**src/rtl/lcf_pkg.sv**
```systemverilog
// lcf_pkg: shared types and codes for the link connection manager.
// Beat structs for both channels, config struct, event and register codes.
// No dependencies.
package lcf_pkg;

  localparam int CFG_IDX_W = 4;

  // config register indexes
  localparam logic [CFG_IDX_W-1:0] REG_CONNECT_TIMEOUT    = 4'd0;
  localparam logic [CFG_IDX_W-1:0] REG_DISCONNECT_TIMEOUT = 4'd1;
  localparam logic [CFG_IDX_W-1:0] REG_HEARTBEAT_TIMEOUT  = 4'd2;
  localparam logic [CFG_IDX_W-1:0] REG_MAX_RETRIES        = 4'd3;

  // event codes
  localparam logic [3:0] FUNC_TICK       = 4'd0;
  localparam logic [3:0] FUNC_CONNECT    = 4'd1;
  localparam logic [3:0] FUNC_ACCEPT     = 4'd2;
  localparam logic [3:0] FUNC_DISCONNECT = 4'd3;
  localparam logic [3:0] FUNC_DISC_ACK   = 4'd4;
  localparam logic [3:0] FUNC_REMOTE     = 4'd5;
  localparam logic [3:0] FUNC_FORCE      = 4'd6;
  localparam logic [3:0] FUNC_ACTIVITY   = 4'd7;
  localparam logic [3:0] FUNC_RESET      = 4'd8;

  // link state codes as seen on the result
  localparam logic [1:0] LS_DISCONNECTED  = 2'd0;
  localparam logic [1:0] LS_CONNECTING    = 2'd1;
  localparam logic [1:0] LS_CONNECTED     = 2'd2;
  localparam logic [1:0] LS_DISCONNECTING = 2'd3;

  // tick actions
  localparam logic [1:0] ACT_NONE      = 2'd0;
  localparam logic [1:0] ACT_RETRY     = 2'd1;
  localparam logic [1:0] ACT_TIMED_OUT = 2'd2;
  localparam logic [1:0] ACT_COMPLETE  = 2'd3;

  // disconnect reasons
  localparam logic [2:0] RSN_NONE        = 3'd0;
  localparam logic [2:0] RSN_LOCAL       = 3'd1;
  localparam logic [2:0] RSN_REMOTE      = 3'd2;
  localparam logic [2:0] RSN_TIMEOUT     = 3'd3;
  localparam logic [2:0] RSN_MAX_RETRIES = 3'd4;

  localparam logic STATUS_OK      = 1'b0;
  localparam logic STATUS_INVALID = 1'b1;

  typedef struct packed {
    logic [3:0]  func;
    logic [31:0] peer_user_id;
    logic [2:0]  force_reason;
  } in_item_t;

  typedef struct packed {
    logic        status;
    logic [1:0]  tick_action;
    logic [1:0]  link_state;
    logic [31:0] user_id_out;
    logic        user_id_valid;
    logic [2:0]  last_reason;
    logic        connected_event;
    logic        disconnected_event;
    logic        connect_failed_event;
    logic        state_changed;
  } out_item_t;

  typedef struct packed {
    logic [31:0] connect_timeout;
    logic [31:0] disconnect_timeout;
    logic [31:0] heartbeat_timeout;
    logic [7:0]  max_connect_retries;
  } cfg_regs_t;

endpackage

```
**src/rtl/lcf_cfg.sv**
```systemverilog
// lcf_cfg: configuration register file of the link connection manager.
// Depends on lcf_pkg (cfg_regs_t, register indexes).
module lcf_cfg (
  input  logic                          clk,
  input  logic                          rst,
  input  logic                          cfg_valid,
  output logic                          cfg_ready,
  input  logic [lcf_pkg::CFG_IDX_W-1:0] cfg_index,
  input  logic [31:0]                   cfg_data,
  output lcf_pkg::cfg_regs_t            regs
);

  assign cfg_ready = 1'b1;

  always_ff @(posedge clk) begin
    if (rst) begin
      regs.connect_timeout     <= 32'd100;
      regs.disconnect_timeout  <= 32'd100;
      regs.heartbeat_timeout   <= 32'd1000;
      regs.max_connect_retries <= 8'd3;
    end else if (cfg_valid) begin
      case (cfg_index)
        lcf_pkg::REG_CONNECT_TIMEOUT:    regs.connect_timeout     <= cfg_data;
        lcf_pkg::REG_DISCONNECT_TIMEOUT: regs.disconnect_timeout  <= cfg_data;
        lcf_pkg::REG_HEARTBEAT_TIMEOUT:  regs.heartbeat_timeout   <= cfg_data;
        lcf_pkg::REG_MAX_RETRIES:        regs.max_connect_retries <= cfg_data[7:0];
        default: ;
      endcase
    end
  end

endmodule

```
**src/rtl/lcf_in_stage.sv**
```systemverilog
// lcf_in_stage: input register in front of the state update.
// Depends on lcf_pkg (in_item_t).
module lcf_in_stage (
  input  logic              clk,
  input  logic              rst,
  input  logic              in_valid,
  output logic              in_stall,
  input  lcf_pkg::in_item_t in_data,
  input  logic              take,      // core consumes the held beat
  output logic              held_valid,
  output lcf_pkg::in_item_t held_item
);

  // room when empty or the held beat leaves this cycle
  assign in_stall = held_valid && !take;

  always_ff @(posedge clk) begin
    if (rst) begin
      held_valid <= 1'b0;
    end else if (!in_stall) begin
      held_valid <= in_valid;
    end
    if (!in_stall && in_valid) begin
      held_item <= in_data;
    end
  end

endmodule

```
**src/rtl/lcf_core.sv**
```systemverilog
// lcf_core: connection state, timers and result register.
// Depends on lcf_pkg (item structs, codes, cfg_regs_t).
module lcf_core #(
  parameter int TIMER_BITS = 32
) (
  input  logic               clk,
  input  logic               rst,
  input  lcf_pkg::cfg_regs_t regs,
  input  logic               item_valid,
  input  lcf_pkg::in_item_t  item,
  output logic               take,
  output logic               out_valid,
  input  logic               out_stall,
  output lcf_pkg::out_item_t out_data
);

  localparam int CMP_W = (TIMER_BITS > 32) ? TIMER_BITS : 32;

  typedef enum logic [1:0] {
    ST_DISC     = 2'd0,
    ST_CONNING  = 2'd1,
    ST_CONN     = 2'd2,
    ST_DISCING  = 2'd3
  } state_t;

  state_t                 st, st_next;
  logic [TIMER_BITS-1:0]  state_ticks, state_ticks_next;
  logic [TIMER_BITS-1:0]  idle_ticks, idle_ticks_next;
  logic [TIMER_BITS-1:0]  st_inc, idl_inc;
  logic [7:0]             retry_count, retry_count_next;
  logic [31:0]            held_user_id, held_user_id_next;
  logic                   held_user_valid, held_user_valid_next;
  logic [2:0]             reason, reason_next;
  lcf_pkg::out_item_t     res;

  function automatic logic [TIMER_BITS-1:0] sat_inc(input logic [TIMER_BITS-1:0] v);
    return (&v) ? v : v + 1'b1;
  endfunction

  function automatic logic reached(input logic [TIMER_BITS-1:0] t, input logic [31:0] lim);
    return CMP_W'(t) >= CMP_W'(lim);
  endfunction

  assign take = item_valid && (!out_valid || !out_stall);

  always_comb begin
    st_next              = st;
    state_ticks_next     = state_ticks;
    idle_ticks_next      = idle_ticks;
    retry_count_next     = retry_count;
    held_user_id_next    = held_user_id;
    held_user_valid_next = held_user_valid;
    reason_next          = reason;
    st_inc               = sat_inc(state_ticks);
    idl_inc              = sat_inc(idle_ticks);
    res                  = '0;
    res.status           = lcf_pkg::STATUS_OK;
    res.tick_action      = lcf_pkg::ACT_NONE;

    case (item.func)
      lcf_pkg::FUNC_TICK: begin
        state_ticks_next = st_inc;
        idle_ticks_next  = idl_inc;
        case (st)
          ST_CONNING: begin
            if (reached(st_inc, regs.connect_timeout)) begin
              if (retry_count >= regs.max_connect_retries) begin
                reason_next              = lcf_pkg::RSN_MAX_RETRIES;
                st_next                  = ST_DISC;
                res.connect_failed_event = 1'b1;
                res.disconnected_event   = 1'b1;
                res.tick_action          = lcf_pkg::ACT_TIMED_OUT;
              end else begin
                retry_count_next = retry_count + 8'd1;
                state_ticks_next = '0;
                res.tick_action  = lcf_pkg::ACT_RETRY;
              end
            end
          end
          ST_CONN: begin
            if (reached(idl_inc, regs.heartbeat_timeout)) begin
              reason_next            = lcf_pkg::RSN_TIMEOUT;
              st_next                = ST_DISC;
              res.disconnected_event = 1'b1;
              res.tick_action        = lcf_pkg::ACT_TIMED_OUT;
            end
          end
          ST_DISCING: begin
            if (reached(st_inc, regs.disconnect_timeout)) begin
              reason_next            = lcf_pkg::RSN_LOCAL;
              st_next                = ST_DISC;
              res.disconnected_event = 1'b1;
              res.tick_action        = lcf_pkg::ACT_COMPLETE;
            end
          end
          default: ;
        endcase
      end
      lcf_pkg::FUNC_CONNECT: begin
        if (st != ST_DISC) begin
          res.status = lcf_pkg::STATUS_INVALID;
        end else begin
          retry_count_next     = '0;
          held_user_valid_next = 1'b0;
          reason_next          = lcf_pkg::RSN_NONE;
          st_next              = ST_CONNING;
        end
      end
      lcf_pkg::FUNC_ACCEPT: begin
        if (st != ST_CONNING) begin
          res.status = lcf_pkg::STATUS_INVALID;
        end else begin
          held_user_id_next    = item.peer_user_id;
          held_user_valid_next = 1'b1;
          st_next              = ST_CONN;
          res.connected_event  = 1'b1;
        end
      end
      lcf_pkg::FUNC_DISCONNECT: begin
        if (st != ST_CONN) begin
          res.status = lcf_pkg::STATUS_INVALID;
        end else begin
          st_next = ST_DISCING;
        end
      end
      lcf_pkg::FUNC_DISC_ACK: begin
        if (st != ST_DISCING) begin
          res.status = lcf_pkg::STATUS_INVALID;
        end else begin
          reason_next            = lcf_pkg::RSN_LOCAL;
          st_next                = ST_DISC;
          res.disconnected_event = 1'b1;
        end
      end
      lcf_pkg::FUNC_REMOTE: begin
        if (st == ST_DISC) begin
          res.status = lcf_pkg::STATUS_INVALID;
        end else begin
          reason_next            = lcf_pkg::RSN_REMOTE;
          st_next                = ST_DISC;
          res.disconnected_event = 1'b1;
        end
      end
      lcf_pkg::FUNC_FORCE: begin
        // ignored quietly when already down
        if (st != ST_DISC) begin
          reason_next            = item.force_reason;
          st_next                = ST_DISC;
          res.disconnected_event = 1'b1;
        end
      end
      lcf_pkg::FUNC_ACTIVITY: begin
        idle_ticks_next = '0;
      end
      lcf_pkg::FUNC_RESET: begin
        st_next              = ST_DISC;
        state_ticks_next     = '0;
        idle_ticks_next      = '0;
        retry_count_next     = '0;
        held_user_id_next    = '0;
        held_user_valid_next = 1'b0;
        reason_next          = lcf_pkg::RSN_NONE;
      end
      default: begin
        res.status = lcf_pkg::STATUS_INVALID;
      end
    endcase

    // any state change restarts both timers; going down drops the user id
    if (st_next != st) begin
      state_ticks_next = '0;
      idle_ticks_next  = '0;
      if (st_next == ST_DISC) begin
        held_user_valid_next = 1'b0;
      end
    end

    res.link_state    = 2'(st_next);
    res.user_id_out   = held_user_valid_next ? held_user_id_next : 32'd0;
    res.user_id_valid = held_user_valid_next;
    res.last_reason   = reason_next;
    res.state_changed = (st_next != st);
  end

  always_ff @(posedge clk) begin
    if (rst) begin
      st              <= ST_DISC;
      state_ticks     <= '0;
      idle_ticks      <= '0;
      retry_count     <= '0;
      held_user_id    <= '0;
      held_user_valid <= 1'b0;
      reason          <= lcf_pkg::RSN_NONE;
      out_valid       <= 1'b0;
    end else if (take) begin
      st              <= st_next;
      state_ticks     <= state_ticks_next;
      idle_ticks      <= idle_ticks_next;
      retry_count     <= retry_count_next;
      held_user_id    <= held_user_id_next;
      held_user_valid <= held_user_valid_next;
      reason          <= reason_next;
      out_valid       <= 1'b1;
    end else if (!out_stall) begin
      out_valid       <= 1'b0;
    end
    if (take) begin
      out_data <= res;
    end
  end

endmodule

```
**src/rtl/link_connection_fsm_top.sv**
```systemverilog
// link_connection_fsm_top: four-state link connection manager.
// Input beat to result beat passes the input register, then the result register.
// Throughput: one event per cycle without out_stall; state update is one compare pass.
// Reset (rst, synchronous): link Disconnected, timers/retries/user id/reason cleared,
// config back to connect 100, disconnect 100, heartbeat 1000, retries 3; no beat held.
module link_connection_fsm_top #(
  parameter int TIMER_BITS = 32    // width of the saturating tick timers, 8..64
) (
  input  logic                          clk,
  input  logic                          rst,
  // event channel
  input  logic                          in_valid,
  output logic                          in_stall,
  input  lcf_pkg::in_item_t             in_data,
  // result channel
  output logic                          out_valid,
  input  logic                          out_stall,
  output lcf_pkg::out_item_t            out_data,
  // config write channel
  input  logic                          cfg_valid,
  output logic                          cfg_ready,
  input  logic [lcf_pkg::CFG_IDX_W-1:0] cfg_index,
  input  logic [31:0]                   cfg_data
);

  lcf_pkg::cfg_regs_t regs;
  lcf_pkg::in_item_t  held_item;
  logic               held_valid;
  logic               take;

  // Config registers; ready is always high, and writes are registered.
  lcf_cfg u_cfg (
    .clk       (clk),
    .rst       (rst),
    .cfg_valid (cfg_valid),
    .cfg_ready (cfg_ready),
    .cfg_index (cfg_index),
    .cfg_data  (cfg_data),
    .regs      (regs)
  );

  // Input register: holds one event beat; stalls only when the result
  // register is full and its beat is not being taken.
  lcf_in_stage u_in (
    .clk        (clk),
    .rst        (rst),
    .in_valid   (in_valid),
    .in_stall   (in_stall),
    .in_data    (in_data),
    .take       (take),
    .held_valid (held_valid),
    .held_item  (held_item)
  );

  // State update and result register. The state advances at the same edge
  // that loads the result, so back-to-back events see each other's effect.
  lcf_core #(
    .TIMER_BITS (TIMER_BITS)
  ) u_core (
    .clk        (clk),
    .rst        (rst),
    .regs       (regs),
    .item_valid (held_valid),
    .item       (held_item),
    .take       (take),
    .out_valid  (out_valid),
    .out_stall  (out_stall),
    .out_data   (out_data)
  );

endmodule

```
**config.mk**
```make
export PLATFORM = sky130hd
export DESIGN_NAME = link_connection_fsm_top
export DESIGN_NICKNAME = d
export VERILOG_FILES = /design/src/rtl/lcf_pkg.sv /design/src/rtl/lcf_cfg.sv /design/src/rtl/lcf_in_stage.sv /design/src/rtl/lcf_core.sv /design/src/rtl/link_connection_fsm_top.sv
export SDC_FILE = /design/constraint.sdc
export NUM_CORES = 1
export LEC_CHECK = 0
export ABC_AREA = 1
export BUFFER_PORTS_ARGS = -buffer_cell sky130_fd_sc_hd__buf_4
export CAP_MARGIN = 0
export CORE_ASPECT_RATIO = 1.75
export CORE_MARGIN = 3
export CORE_UTILIZATION = 55
export CTS_CLUSTER_SIZE = 40
export DETAILED_ROUTE_END_ITERATION = 16
export HOLD_SLACK_MARGIN = 0.02
export MAX_ROUTING_LAYER = met4
export PLACE_DENSITY = 0.85
export SYNTH_ARGS = -nofsm -noshare
export SYNTH_HDL_FRONTEND = slang
export SYNTH_HIERARCHICAL = 1
export SYNTH_SLANG_ARGS = --single-unit
```
**constraint.sdc**
```tcl
create_clock -name clk -period 9.8 [get_ports clk]
set_input_delay 0.49 -clock clk [delete_from_list [all_inputs] [get_ports clk]]
set_output_delay 0.49 -clock clk [all_outputs]
set_load 0.02 [all_outputs]
```
==> impl_metrics.py <==
metrics = {
    "synth": {
        "synthesis.area_mm2": 0.0183,
        "netlist_top_cells_count": "nand2_1, inv_1, nor2_1",
        "synth-seq-cells": 300,
        "synth_top_area_share_pct": 23.6,
        "synth_cell_type_count": 48,
        "avgSynthCellArea_um2": 6.81,
        "synth_edf_count": 84,
        "synth.area.top_cells": "dfxtp_1, edfxtp_1, nand2_1",
        "synth_most_common_cell": "nand2_1",
        "yosysTopAreaCell": "dfxtp_1",
        "synth_nets": 2874,
        "async_flop_share_pct": 0,
        "ys_warn_count": 6,
        "netlist_instances": 2687,
        "ys_seq_area_share_pct": 37.4,
        "synth_flop_cell": "dfxtp_1",
    },
    "power": {
        "pwr-share-seq_pct": 42.5,
        "ir_drop_mv": 0.157,
        "finalPower_w": 0.00330,
        "p_sw_share_pct": 30.4,
        "combPwrFrac_pct": 18.9,
        "power.internal_w": 0.00229,
        "p_sw_w": 0.00100,
        "power.leakage_nw": 9.81,
        "p_clk_share_pct": 38.6,
        "p_per_area_mw_per_mm2": 161,
    },
    "floorplan": {
        "die_y_um": 247,
        "rows": 87,
        "start_util_pct": 56.3,
        "dieArea_mm2": 0.0356,
        "die_w_um": 144,
        "core-area_mm2": 0.0325,
        "io_pins": 128,
    },
    "grt": {
        "grt-ovfl-total": 0,
        "grt_pass1_vias": 17200,
        "antenna_found_initial": 0,
        "grt_max_degree": 97,
        "grt_pass1_wl_mm": 85.5,
        "grt_use_total_pct": 31.0,
    },
    "cts": {
        "clock-sinks": 300,
        "cts_made_buffers": 29,
        "clock_path_buffers": 3,
        "cts_tree": "built",
        "cts_max_level": 1,
        "cts_setup_buffers": 0,
        "clk_latency_ns": 0.60,
        "clk_pin_slew_ns": 0.07,
        "cts-resized-gates": 0,
        "hold_buffers": 0,
        "cts_root_buffer": "clkbuf_16",
    },
    "critical_path": {
        "crit_arrival_ns": 6.43,
        "endpoint_kind": "flip-flop",
        "crit_path_start_kind": "flip-flop",
        "cp_slowest_cell": "nand2_1",
        "crit_fanout": 49,
        "path_class": "reg -> reg",
        "cp.required_ns": 10.28,
        "cpMostUsedCell": "nand2_1",
        "max_stage_delay_ns": 0.51,
    },
    "job": {
        "max_cap_violations": 0,
    },
    "placed_design": {
        "globalplace.congestion": 1.11,
        "post-place-ws_ns": 4.06,
        "place_inst": 3108,
        "numPortBuffers": 126,
        "dpl_cell_area_mm2": 0.0193,
        "dp_hpwl_mm": 39.8,
    },
    "drt": {
        "drt_wl_total_mm": 55.0,
        "dr_wl_met3_mm": 3.07,
        "postRouteAntennaNets": 0,
        "vias": 17500,
        "avgRoutedWirePerCell_um": 17.4,
        "wl_met1_mm": 19.2,
        "met2_length_mm": 28.3,
        "via_per_inst": 5.55,
        "first_pass_iters": 8,
        "top_layer_used": "met4",
        "drt_iter0_markers": 1293,
        "drc": 0,
    },
    "run_status": {
        "outcome": "completed",
    },
    "finish": {
        "drive_gt1_share_pct": 8.65,
        "instances_no_fill": 3162,
        "nets": 2926,
        "final_area_mm2": 0.0204,
        "insertedDiodeCount": 0,
        "syn2layout_area_growth_pct": 11.5,
    },
    "timing": {
        "fin_crit_ns": 5.95,
        "slew_violations": 0,
        "tightest_slew_ns": 1.24,
        "hold_violations": 0,
        "finalSetupTns_ns": 0,
        "max_freq_mhz": 168,
        "rsz0062_at_grt": "no",
        "finalCritPeriodShare_pct": 60.8,
        "setup_ws_ns": 3.85,
        "fin_skew_ns": 0.0353,
        "slew-limit-headroom_pct": 17.1,
        "setup_viol": 0,
    },
    "hold_path": {
        "hold_path_class": "in -> reg",
    },
}
## per-layer routing
layer  global-route usage (%)  vias up
met5                        -        -
met4                     21.6        0
met3                     4.14      234
met2                     55.2      724
met1                     30.7     8012
li1                         -     8574
## power by group through the flow
stage	clock network (W)	registers [W]	logic (W)
final	0.00127	0.00140	0.000623
after CTS	0.00129	0.00140	0.000611
after floorplan	0	0.00142	0.000419
after global routing	0.00134	0.00141	0.000693
after detailed placement	0	0.00142	0.000605
after global placement	0	0.00142	0.000586
## final cells by class
cell class	count	area [um^2]
inverters	569	2140
well taps	400	500
clock inverters	20	299
fillers	2878	12100
clock buffers	34	785
multi-input cells	1698	8790
repair buffers	141	1060
flip-flops and latches	300	6850
## worst max-delay path, delay by kind of cell, from the launching register on
family / cells / cell delay [ns]
compound gates: 1 / 0.08
fa+ha+maj: 2 / 0.54
buf+inv: 3 / 0.65
flops: 1 / 0.41
simple gates: 28 / 4.11
## sequential cells by signal (all words and copies together) (netlist names)
| signal | cells |
|---|---|
| u_cfg/regs | 104 |
| u_core/out_data | 45 |
| u_in/held_item | 39 |
| u_core/held_user_id | 32 |
| u_core/idle_ticks | 32 |
| u_core/state_ticks | 32 |
| u_core/retry_count | 8 |
| u_core/reason | 3 |
| u_core/st | 2 |
| u_core/held_user_valid | 1 |
| u_core/out_valid | 1 |
| u_in/held_valid | 1 |
## logic make-up after synthesis
group / Yosys count / synth area share [%]
AO/OA/AOI/OAI: 300 / 8.90
XOR/XNOR: 52 / 2.49
adder cells (fa/ha/maj): 107 / 7.31
buffers and inverters: 689 / 14.7
flip-flops: 300 / 37.4
other: 1 / 0.0205
AND/OR/NAND/NOR: 1238 / 29.2
## final timing paths
kind              depth (start not counted)             startpoint  slack (ns)                endpoint
setup reg to reg                         34  u_core/state_ticks[0]        3.85  u_core/state_ticks[19]
hold / removal                            1            in_data[32]        0.07      u_in/held_item[32]
setup / recovery                         34  u_core/state_ticks[0]        3.85  u_core/state_ticks[19]
hold reg to reg                           2         u_cfg/regs[16]        0.47          u_cfg/regs[16]
## placed cells by master, fill, tap and decap left out, drive strengths merged, types with 2 or more instances in the layout
cell,synthesis,routed
nand2,566,566
nor2,374,374
a211oi,2,2
clkinv,1,9
o21a,8,8
a31oi,2,2
nor4,13,13
xor2,40,40
edfxtp,84,84
o311ai,5,5
a21o,2,2
nor3,45,45
o21ai,69,69
bufinv,0,6
ha,107,107
o22ai,33,33
inv,568,572
dfxtp,216,216
xnor2,12,12
buf,77,141
nor3b,5,5
o2111ai,2,2
nand4,143,143
a21oi,168,168
o211ai,2,2
clkinvlp,0,2
clkbuf,43,34
nand3,90,90
o21bai,2,2
## through the flow
| step | utilization [%] | hold slack, ns |
|---|---|---|
| finish | 62.7 | 0.0689 |
| global route | 62.7 | 0.0547 |
| CTS | 62.7 | 0.0444 |
| detailed placement | 59.4 | 0.448 |
| global placement | 59.4 | 0.444 |
| floorplan | - | 0.429 |
Power figures use the tool's default switching activity.
